<file path="src/sv/hpack_literal_header_decoder_assert.svh">
// assertion macros shared by the hpack literal header decoder modules
// needs nothing else; each file that asserts includes this header
`ifndef HPACK_LITERAL_HEADER_DECODER_ASSERT_SVH
`define HPACK_LITERAL_HEADER_DECODER_ASSERT_SVH

// same-cycle implication, disabled while reset is asserted
`define HLHD_ASSERT_SAME(label, clk, rst_n, ante, cons, msg) \
    label: assert property (@(posedge clk) disable iff (!rst_n) (ante) |-> (cons)) \
        else $error(msg);

// next-cycle implication, disabled while reset is asserted
`define HLHD_ASSERT_NEXT(label, clk, rst_n, ante, cons, msg) \
    label: assert property (@(posedge clk) disable iff (!rst_n) (ante) |=> (cons)) \
        else $error(msg);

`endif

</file>
<file path="src/sv/hlhd_pkg.sv">
// shared types and constants for the hpack literal header decoder
// no dependencies
`timescale 1ns / 1ps

package hlhd_pkg;

    // result kinds
    typedef enum logic [2:0] {
        KIND_NAME   = 3'd0,
        KIND_VALUE  = 3'd1,
        KIND_EMPTY  = 3'd2,
        KIND_INCOMP = 3'd3,
        KIND_OVFL   = 3'd4
    } t_kind;

    // one queued result word from front to back
    typedef struct packed {
        t_kind      kind;
        logic [7:0] data;
        logic       last;
    } t_cmd;

    localparam int          LEN_W      = 32;
    localparam int          DIGIT_BITS = 7;
    localparam logic [6:0]  PREFIX_MAX = 7'h7F;
    localparam logic [2:0]  MAX_CONT   = 3'd5;
    localparam logic [4:0]  SHIFT_CAP  = 5'd28;

endpackage

</file>
<file path="src/sv/hlhd_front.sv">
// front end: accepts header block bytes, tracks field phase and lengths,
// and classifies each byte into at most one result word; uses hlhd_pkg
`timescale 1ns / 1ps

module hlhd_front (
    input  logic               i_clk,
    input  logic               i_rst_n,
    input  logic               i_valid,
    output logic               o_stall,
    input  logic [7:0]         i_in_byte,
    input  logic               i_block_end,
    input  logic               i_full,
    output logic               o_push,
    output hlhd_pkg::t_cmd     o_cmd
);

    typedef enum logic [2:0] {
        PH_REP   = 3'd0,
        PH_NLEN  = 3'd1,
        PH_NCONT = 3'd2,
        PH_NAME  = 3'd3,
        PH_VLEN  = 3'd4,
        PH_VCONT = 3'd5,
        PH_VALUE = 3'd6,
        PH_DROP  = 3'd7
    } t_phase;

    t_phase                       r_phase, n_phase;
    logic [hlhd_pkg::LEN_W-1:0]   r_acc, n_acc;
    logic [2:0]                   r_cnt, n_cnt;
    logic [hlhd_pkg::LEN_W-1:0]   r_left, n_left;

    logic                         accept;
    logic                         emit;
    hlhd_pkg::t_cmd               cmd;
    logic                         is_value;
    logic [4:0]                   shift;
    logic [hlhd_pkg::LEN_W-1:0]   digit;
    logic [hlhd_pkg::LEN_W-1:0]   sum;
    logic [2:0]                   cnt_inc;
    logic                         left_one;
    logic                         len_fin;
    logic [hlhd_pkg::LEN_W-1:0]   len_val;

    assign accept  = i_valid && !i_full;
    assign o_stall = i_full;
    assign o_push  = accept && emit;
    assign o_cmd   = cmd;

    assign is_value = (r_phase == PH_VLEN) || (r_phase == PH_VCONT);
    assign digit    = {{(hlhd_pkg::LEN_W - hlhd_pkg::DIGIT_BITS){1'b0}}, i_in_byte[6:0]};
    assign cnt_inc  = r_cnt + 3'd1;
    assign left_one = (r_left == hlhd_pkg::LEN_W'(1));
    assign sum      = r_acc + (digit << shift);

    // 7 bits per continuation byte, capped
    always_comb begin
        unique case (r_cnt)
            3'd0:    shift = 5'd0;
            3'd1:    shift = 5'd7;
            3'd2:    shift = 5'd14;
            3'd3:    shift = 5'd21;
            default: shift = hlhd_pkg::SHIFT_CAP;
        endcase
    end

    always_comb begin
        n_phase   = r_phase;
        n_acc     = r_acc;
        n_cnt     = r_cnt;
        n_left    = r_left;
        emit      = 1'b0;
        cmd.kind  = hlhd_pkg::KIND_NAME;
        cmd.data  = i_in_byte;
        cmd.last  = 1'b0;
        len_fin   = 1'b0;
        len_val   = '0;

        unique case (r_phase)
            PH_REP: begin
                n_phase = PH_NLEN;
                if (i_block_end) begin
                    emit     = 1'b1;
                    cmd.kind = hlhd_pkg::KIND_INCOMP;
                    n_phase  = PH_REP;
                end
            end
            PH_NLEN, PH_VLEN: begin
                if (i_in_byte[6:0] != hlhd_pkg::PREFIX_MAX) begin
                    len_fin = 1'b1;
                    len_val = digit;
                end else begin
                    n_acc   = {{(hlhd_pkg::LEN_W - 7){1'b0}}, hlhd_pkg::PREFIX_MAX};
                    n_cnt   = '0;
                    n_phase = is_value ? PH_VCONT : PH_NCONT;
                    if (i_block_end) begin
                        emit     = 1'b1;
                        cmd.kind = hlhd_pkg::KIND_INCOMP;
                        n_phase  = PH_REP;
                    end
                end
            end
            PH_NCONT, PH_VCONT: begin
                n_acc = sum;
                n_cnt = cnt_inc;
                if (!i_in_byte[7]) begin
                    len_fin = 1'b1;
                    len_val = sum;
                end else if (cnt_inc >= hlhd_pkg::MAX_CONT) begin
                    emit     = 1'b1;
                    cmd.kind = hlhd_pkg::KIND_OVFL;
                    n_phase  = i_block_end ? PH_REP : PH_DROP;
                end else if (i_block_end) begin
                    emit     = 1'b1;
                    cmd.kind = hlhd_pkg::KIND_INCOMP;
                    n_phase  = PH_REP;
                end
            end
            PH_NAME: begin
                emit = 1'b1;
                if (i_block_end) begin
                    cmd.kind = hlhd_pkg::KIND_INCOMP;
                    n_phase  = PH_REP;
                end else begin
                    cmd.kind = hlhd_pkg::KIND_NAME;
                    cmd.last = left_one;
                    n_left   = r_left - hlhd_pkg::LEN_W'(1);
                    if (left_one) begin
                        n_phase = PH_VLEN;
                    end
                end
            end
            PH_VALUE: begin
                emit = 1'b1;
                if (i_block_end && !left_one) begin
                    cmd.kind = hlhd_pkg::KIND_INCOMP;
                    n_phase  = PH_REP;
                end else begin
                    cmd.kind = hlhd_pkg::KIND_VALUE;
                    cmd.last = left_one;
                    n_left   = r_left - hlhd_pkg::LEN_W'(1);
                    if (left_one) begin
                        n_phase = PH_REP;
                    end
                end
            end
            PH_DROP: begin
                if (i_block_end) begin
                    n_phase = PH_REP;
                end
            end
        endcase

        // length complete: load the string counter
        if (len_fin) begin
            n_acc  = '0;
            n_cnt  = '0;
            n_left = len_val;
            if (is_value && (len_val == '0)) begin
                emit     = 1'b1;
                cmd.kind = hlhd_pkg::KIND_EMPTY;
                cmd.last = 1'b1;
                n_phase  = PH_REP;
            end else begin
                if (is_value) begin
                    n_phase = PH_VALUE;
                end else begin
                    n_phase = (len_val == '0) ? PH_VLEN : PH_NAME;
                end
                if (i_block_end) begin
                    emit     = 1'b1;
                    cmd.kind = hlhd_pkg::KIND_INCOMP;
                    n_phase  = PH_REP;
                end
            end
        end
    end

    always_ff @(posedge i_clk) begin
        if (!i_rst_n) begin
            r_phase <= PH_REP;
            r_acc   <= '0;
            r_cnt   <= '0;
            r_left  <= '0;
        end else if (accept) begin
            r_phase <= n_phase;
            r_acc   <= n_acc;
            r_cnt   <= n_cnt;
            r_left  <= n_left;
        end
    end

endmodule

</file>
<file path="src/sv/hlhd_queue.sv">
// short first-word-fall-through queue of result words between front and back
// uses hlhd_pkg for the word type and the shared assertion header
`timescale 1ns / 1ps

`include "hpack_literal_header_decoder_assert.svh"

module hlhd_queue #(
    parameter int DEPTH = 4     // 2 to 16
) (
    input  logic            i_clk,
    input  logic            i_rst_n,
    input  logic            i_push,
    input  hlhd_pkg::t_cmd  i_wdata,
    output logic            o_full,
    input  logic            i_pop,
    output logic            o_empty,
    output hlhd_pkg::t_cmd  o_rdata
);

    localparam int PTR_W = $clog2(DEPTH);
    localparam int CNT_W = $clog2(DEPTH + 1);

    hlhd_pkg::t_cmd     r_mem [DEPTH];
    logic [PTR_W-1:0]   r_wr_ptr, n_wr_ptr;
    logic [PTR_W-1:0]   r_rd_ptr, n_rd_ptr;
    logic [CNT_W-1:0]   r_count, n_count;

    assign o_full  = (r_count == CNT_W'(DEPTH));
    assign o_empty = (r_count == '0);
    assign o_rdata = r_mem[r_rd_ptr];

    always_comb begin
        n_wr_ptr = r_wr_ptr;
        n_rd_ptr = r_rd_ptr;
        n_count  = r_count;
        if (i_push) begin
            n_wr_ptr = (r_wr_ptr == PTR_W'(DEPTH - 1)) ? '0 : r_wr_ptr + PTR_W'(1);
        end
        if (i_pop) begin
            n_rd_ptr = (r_rd_ptr == PTR_W'(DEPTH - 1)) ? '0 : r_rd_ptr + PTR_W'(1);
        end
        if (i_push && !i_pop) begin
            n_count = r_count + CNT_W'(1);
        end else if (i_pop && !i_push) begin
            n_count = r_count - CNT_W'(1);
        end
    end

    always_ff @(posedge i_clk) begin
        if (i_push) begin
            r_mem[r_wr_ptr] <= i_wdata;
        end
    end

    always_ff @(posedge i_clk) begin
        if (!i_rst_n) begin
            r_wr_ptr <= '0;
            r_rd_ptr <= '0;
            r_count  <= '0;
        end else begin
            r_wr_ptr <= n_wr_ptr;
            r_rd_ptr <= n_rd_ptr;
            r_count  <= n_count;
        end
    end

    `HLHD_ASSERT_SAME(a_pop_not_empty, i_clk, i_rst_n, i_pop, r_count != '0,
        "pop from empty queue")
    `HLHD_ASSERT_SAME(a_push_not_full, i_clk, i_rst_n, i_push, r_count != CNT_W'(DEPTH),
        "push into full queue")
    `HLHD_ASSERT_NEXT(a_push_grows, i_clk, i_rst_n, i_push && !i_pop,
        r_count == $past(r_count) + CNT_W'(1), "queue count did not grow on push")

endmodule

</file>
<file path="src/sv/hlhd_back.sv">
// back end: pops result words and formats them into the output register
// uses hlhd_pkg and the shared assertion header
`timescale 1ns / 1ps

`include "hpack_literal_header_decoder_assert.svh"

module hlhd_back (
    input  logic            i_clk,
    input  logic            i_rst_n,
    input  logic            i_empty,
    input  hlhd_pkg::t_cmd  i_cmd,
    output logic            o_pop,
    output logic            o_valid,
    input  logic            i_stall,
    output logic [2:0]      o_kind,
    output logic [7:0]      o_out_byte,
    output logic            o_string_end,
    output logic            o_field_end
);

    logic        r_valid;
    logic [2:0]  r_kind;
    logic [7:0]  r_byte;
    logic        r_send;
    logic        r_fend;
    logic        load;
    logic        is_str;
    logic        is_val;
    logic        is_empty;

    // refill whenever the output register is free or being taken
    assign load     = !i_empty && (!r_valid || !i_stall);
    assign o_pop    = load;
    assign is_val   = (i_cmd.kind == hlhd_pkg::KIND_VALUE);
    assign is_str   = (i_cmd.kind == hlhd_pkg::KIND_NAME) || is_val;
    assign is_empty = (i_cmd.kind == hlhd_pkg::KIND_EMPTY);

    always_ff @(posedge i_clk) begin
        if (!i_rst_n) begin
            r_valid <= 1'b0;
        end else if (load) begin
            r_valid <= 1'b1;
        end else if (!i_stall) begin
            r_valid <= 1'b0;
        end
    end

    always_ff @(posedge i_clk) begin
        if (load) begin
            r_kind <= i_cmd.kind;
            r_byte <= is_str ? i_cmd.data : 8'h00;
            r_send <= is_str && i_cmd.last;
            r_fend <= (is_val && i_cmd.last) || is_empty;
        end
    end

    assign o_valid      = r_valid;
    assign o_kind       = r_kind;
    assign o_out_byte   = r_byte;
    assign o_string_end = r_send;
    assign o_field_end  = r_fend;

    `HLHD_ASSERT_SAME(a_empty_fmt, i_clk, i_rst_n,
        r_valid && (r_kind == hlhd_pkg::KIND_EMPTY),
        r_fend && !r_send && (r_byte == 8'h00), "empty value word badly formed")
    `HLHD_ASSERT_SAME(a_fend_kind, i_clk, i_rst_n, r_valid && r_fend,
        ((r_kind == hlhd_pkg::KIND_VALUE) && r_send) || (r_kind == hlhd_pkg::KIND_EMPTY),
        "field end on wrong kind")
    `HLHD_ASSERT_NEXT(a_stall_hold, i_clk, i_rst_n, r_valid && i_stall,
        r_valid && $stable(r_kind) && $stable(r_byte) && $stable(r_send) && $stable(r_fend),
        "stalled result word changed")

endmodule

</file>
<file path="src/sv/hpack_literal_header_decoder.sv">
// top level of the hpack literal header decoder: front end, result queue, back end
// depends on hlhd_pkg, hlhd_front, hlhd_queue and hlhd_back
//
//   channel | dir | handshake         | payload
//   --------+-----+-------------------+--------------------------------------------------
//   input   | in  | i_valid / o_stall | i_in_byte[7:0], i_block_end
//   output  | out | o_valid / i_stall | o_kind[2:0], o_out_byte[7:0], o_string_end, o_field_end
//
// one byte per cycle while o_stall is low; a result word reaches the outputs through the queue
//   and the output register (the accepting edge writes the queue, a later one loads the output register)
// the field decode is a single state register step per byte: length shift-add or
//   string countdown, so nothing iterates
// synchronous active-low reset returns to waiting for a representation byte, queue empty
// o_stall rises only when the queue holds QUEUE_DEPTH words; the output register keeps
//   draining the queue while its word is taken
`timescale 1ns / 1ps

module hpack_literal_header_decoder #(
    parameter int QUEUE_DEPTH = 4   // 2 to 16 result words
) (
    input  logic        i_clk,
    input  logic        i_rst_n,
    // input words
    input  logic        i_valid,
    output logic        o_stall,
    input  logic [7:0]  i_in_byte,
    input  logic        i_block_end,
    // result words
    output logic        o_valid,
    input  logic        i_stall,
    output logic [2:0]  o_kind,
    output logic [7:0]  o_out_byte,
    output logic        o_string_end,
    output logic        o_field_end
);

    // front to queue
    logic            q_push;
    hlhd_pkg::t_cmd  q_wdata;
    logic            q_full;
    // queue to back
    logic            q_pop;
    logic            q_empty;
    hlhd_pkg::t_cmd  q_rdata;

    // phase tracking and byte classification
    hlhd_front u_front (
        .i_clk       (i_clk),
        .i_rst_n     (i_rst_n),
        .i_valid     (i_valid),
        .o_stall     (o_stall),
        .i_in_byte   (i_in_byte),
        .i_block_end (i_block_end),
        .i_full      (q_full),
        .o_push      (q_push),
        .o_cmd       (q_wdata)
    );

    // decouples the front from output stalls
    hlhd_queue #(
        .DEPTH (QUEUE_DEPTH)
    ) u_queue (
        .i_clk   (i_clk),
        .i_rst_n (i_rst_n),
        .i_push  (q_push),
        .i_wdata (q_wdata),
        .o_full  (q_full),
        .i_pop   (q_pop),
        .o_empty (q_empty),
        .o_rdata (q_rdata)
    );

    // formatting and the output register
    hlhd_back u_back (
        .i_clk        (i_clk),
        .i_rst_n      (i_rst_n),
        .i_empty      (q_empty),
        .i_cmd        (q_rdata),
        .o_pop        (q_pop),
        .o_valid      (o_valid),
        .i_stall      (i_stall),
        .o_kind       (o_kind),
        .o_out_byte   (o_out_byte),
        .o_string_end (o_string_end),
        .o_field_end  (o_field_end)
    );

endmodule

</file>
<file path="config.mk">
export PLATFORM = sky130hd
export DESIGN_NAME = hpack_literal_header_decoder
export DESIGN_NICKNAME = d
export VERILOG_FILES = /design/src/sv/hlhd_pkg.sv /design/src/sv/hlhd_front.sv /design/src/sv/hlhd_queue.sv /design/src/sv/hlhd_back.sv /design/src/sv/hpack_literal_header_decoder.sv
export VERILOG_INCLUDE_DIRS = /design/src /design/src/sv
export SDC_FILE = /design/constraint.sdc
export NUM_CORES = 1
export LEC_CHECK = 0
export CAP_MARGIN = 5
export CORE_AREA = 2 2 181 183
export CTS_CLUSTER_DIAMETER = 60
export CTS_CLUSTER_SIZE = 28
export DETAILED_ROUTE_END_ITERATION = 12
export DIE_AREA = 0 0 183 185
export DONT_BUFFER_PORTS = 1
export MAX_ROUTING_LAYER = met4
export SYNTH_ARGS = -nofsm -noshare
export SYNTH_HDL_FRONTEND = slang
export SYNTH_HIERARCHICAL = 1
export SYNTH_SLANG_ARGS = --single-unit
</file>
<file path="constraint.sdc">
create_clock -name i_clk -period 12.6 [get_ports i_clk]
set_clock_uncertainty 0.15 [all_clocks]
set_input_delay 0.63 -clock i_clk [delete_from_list [all_inputs] [get_ports i_clk]]
set_output_delay 0.63 -clock i_clk [all_outputs]
set_load 0.02 [all_outputs]
</file>
==> run summary <==
Measured in cells, the most critical reg-to-reg path has a length of 23. The logs give 27.2 mm for the overall routed net length and 8.39 ns for the endpoint arrival time on the critical path. The synthesis-to-layout area growth is 9.23%.

The number of clock sinks seen by CTS was 141. The share of the synthesized area in the top cell type is 0.194. For this design the ratio of total power to cell area is 191 nW/µm².

In this run the worst path has a maximum fanout of 11. In this run, synthesis produced a sequential element count of 141. The maximum clock frequency is 0.122 GHz, and the count of instances resized after the clock tree is built is 0.

The clock tree synthesis step divided the H-tree into 4 levels. Setup repair after global routing left no endpoint under its margin. The DRC violation count after routing was 0.

The tools report the first-pass GRT wire length as 42.7 mm. At the end of routability-driven placement, the weighted congestion stood at 0.966. VDD sags by at most 114 µV.

The die area came out at 33900 µm². Along the worst hold path, the cell count comes to 0. Synthesis instantiated 83 different standard cells from the library. The tools report the sort of element at the start of the critical path as a flop. The commonest register cell after synthesis was dfxtp_1.

Sorting the synthesized cells by how often they occur yields 106 x nand2_1, 91 x o21ai_0, 83 x nor2_1. Summing every instance area after synthesis gives 9440 µm². The final layout net count was 1099. Kind of critical path: flop to flop. The initial core utilization is 0.295, and the worst max-slew margin expressed relative to the limit is 0.266. The fraction of layout cells with a size suffix above 1 was 0.0686. After detailed placement, the total cell area comes to 9690 µm².

The count of final max-slew check failures is 0. The largest area contributor in the netlist is edfxtp_1. The fraction of synthesis flops using an asynchronous set or reset pin came out at 0. The number of antenna diodes in the final layout is 0. The routed wirelength normalized by instance count is 18.7 µm. Ranked by total cell area, the synthesized netlist is headed by edfxtp_1 19%, dfxtp_1 17%, ha_1 6.2%. The die is 185 µm tall. In this run the deepest clock path goes through 2 buffers. The clock period could shrink to 8.18 ns. Clock latency on the worst-skew pair, taken at its later pin, is 0.43 ns. Counting the buffers created by CTS gives 17. In the final timing run, aggregate negative setup slack is 0 ns.

Summed over all layers, the global routing overflow is 0. The share of the clock period used by the worst path was 0.649; the post-CTS setup buffer count was 0. The run gives 7703 as the via count of the first global-routing pass. For the pin with the worst max-slew slack, the measured transition is 1.07 ns.

Path category of the worst min-delay check: input pin to flop. Post-synthesis cell count: 1077. The number of buffers inserted for hold repair after clock tree synthesis was 0; the mean instance size in the synthesized netlist was 8.76 µm².

The routed via count divided by cell count is 5.58. The largest net degree at the start of global routing came out at 80. For the sequential element share of the synthesized area, the log shows 0.364. The endpoint kind of the worst setup timing path was a flop. The filler cells instantiated in the layout total 3345. Setup violations remaining at the end of the flow were counted as 0.

During synthesis, Yosys emitted a total of 6 warnings. The logs give 0 for the antenna violation net count after detailed routing and 10300 µm² for the post-layout instance area. The HPWL after detailed placement came out at 19.7 mm. The violation count after the first detailed-routing iteration was 700. STA puts the critical path data required time at 12.81 ns. The number of antenna violations at the first check in global routing came out at 0. The floorplan has 66 rows. Clock-pin slew was measured on the worst setup and hold paths at 0.07 ns.

The tree is rooted in a clkbuf_16. The die span in x came out at 183 µm. Most frequent cell after synthesis: nand2_1.

The logs give 8137 for the total vias in the final route and 28 for the number of top-level pins. The number of enable-type register cells in the synthesized netlist came out at 61. The global-route total usage across every layer is 0.165, and the core outline area is 32000 µm². TritonCTS built the clock tree.

The leakage power is 3.75 nW, and the number of port buffers is 0. The synthesized netlist net count was 1139. The run gives 0 as the reported max-cap violation count. The flow ran to the end, and the final reports show no timing, DRC or antenna violations. The final hold violation count is 0.

The first-pass iteration count of the detailed router was 5.
## final timing paths
kind                           start                  end  slack [ns]
setup reg to reg    u_front/r_cnt[0]   u_queue/r_count[2]        4.42
hold / removal          i_in_byte[5]  u_queue/r_mem[0][6]        0.15
hold reg to reg   u_front/r_left[17]   u_front/r_left[17]        0.33
setup / recovery    u_front/r_cnt[0]   u_queue/r_count[2]        4.42
## state kept, by name, summed over array words and instances, names as in the netlist, named ones only
signal and flops:
u_queue/r_rd_ptr 2, u_back/o_kind 3, u_back/o_field_end 1, u_front/r_cnt 3, u_back/o_valid 1, u_front/r_phase 3
u_queue/r_mem 48, u_queue/r_wr_ptr 2, u_back/o_out_byte 8, u_front/r_acc 32, u_front/r_left 32, u_back/o_string_end 1
u_queue/r_count 3
## final cells by class
type                       instances  area (µm²)  area share
tap                              408         510      0.0495
clock buffer                      17         425      0.0413
sequential                       141        3430       0.333
clock inverter                    15         196      0.0191
timing repair buffer               7        52.6     0.00510
multi-input combinational        845        5600       0.543
inverter                          25        93.8     0.00910
## critical path, stage by stage, from the launching register on
cell and delay, ns:
dfxtp_1 0.42, inv_1 0.10, ha_1 0.33, o21bai_1 0.76, mux2i_1 0.32, mux2_2 0.27, nor2_1 0.07, ha_1 0.48
nand2_1 0.17, o211ai_1 0.37, a211oi_1 0.11, a2111oi_0 0.97, o22ai_1 0.17, xor2_1 0.28, a21oi_1 0.11, nor4_1 0.78
o2111ai_1 0.42, a21oi_1 0.52, ha_1 0.27, inv_1 0.06, fa_1 0.38, xor2_1 0.16, or3_1 0.30, a21boi_0 0.15
## through the flow
stage                     setup WS, ns  total power, W  hold WS [ns]  instances   util
after floorplan                   6.41         0.00127         0.302       1077      -
after global placement            5.00         0.00144         0.312       1426  0.302
after detailed placement          4.56         0.00144         0.317       1426  0.302
after CTS                         4.53         0.00198         0.133       1458  0.322
after global routing              3.70         0.00210         0.131       1458  0.322
final                             4.42         0.00197         0.146       1458  0.322
## layer usage
layer,GRT usage,part of all wire,up-vias
li1,-,-,3929
met1,0.216,0.46,3882
met2,0.267,0.47,290
met3,0.0244,0.053,36
met4,0.0486,0.019,0
met5,-,0,-
## cell families (layout without fill, tap and decap cells)
group | after synthesis | count (layout) | synth area share
AOI/OAI and AO/OA | 337 | 337 | 0.234
xor gates and xnor gates | 25 | 25 | 0.0232
adders and majority gates | 49 | 49 | 0.0666
buffers and inverters | 91 | 64 | 0.0444
DFF | 141 | 141 | 0.364
muxes | 26 | 26 | 0.0444
and+or+nand+nor | 408 | 408 | 0.224
## placed cells by master, fill, tap and decap left out, types with 32 or more instances in the layout
cell type | netlist | routed
nand2_1 | 106 | 106
ha_1 | 47 | 47
o21ai_0 | 91 | 91
edfxtp_1 | 61 | 61
and2_1 | 51 | 51
a21oi_1 | 76 | 75
a22oi_1 | 32 | 32
nor2_1 | 83 | 82
nor2b_1 | 45 | 45
dfxtp_1 | 80 | 80
## power by group
group	switching, W	internal [W]	total (W)
Combinational	0.000470	0.000309	0.000779
Sequential	0.0000953	0.000569	0.000664
Clock	0.000238	0.000288	0.000525
Total	0.000803	0.00117	0.00197
Note: power is estimated with default switching activity, not from simulation.
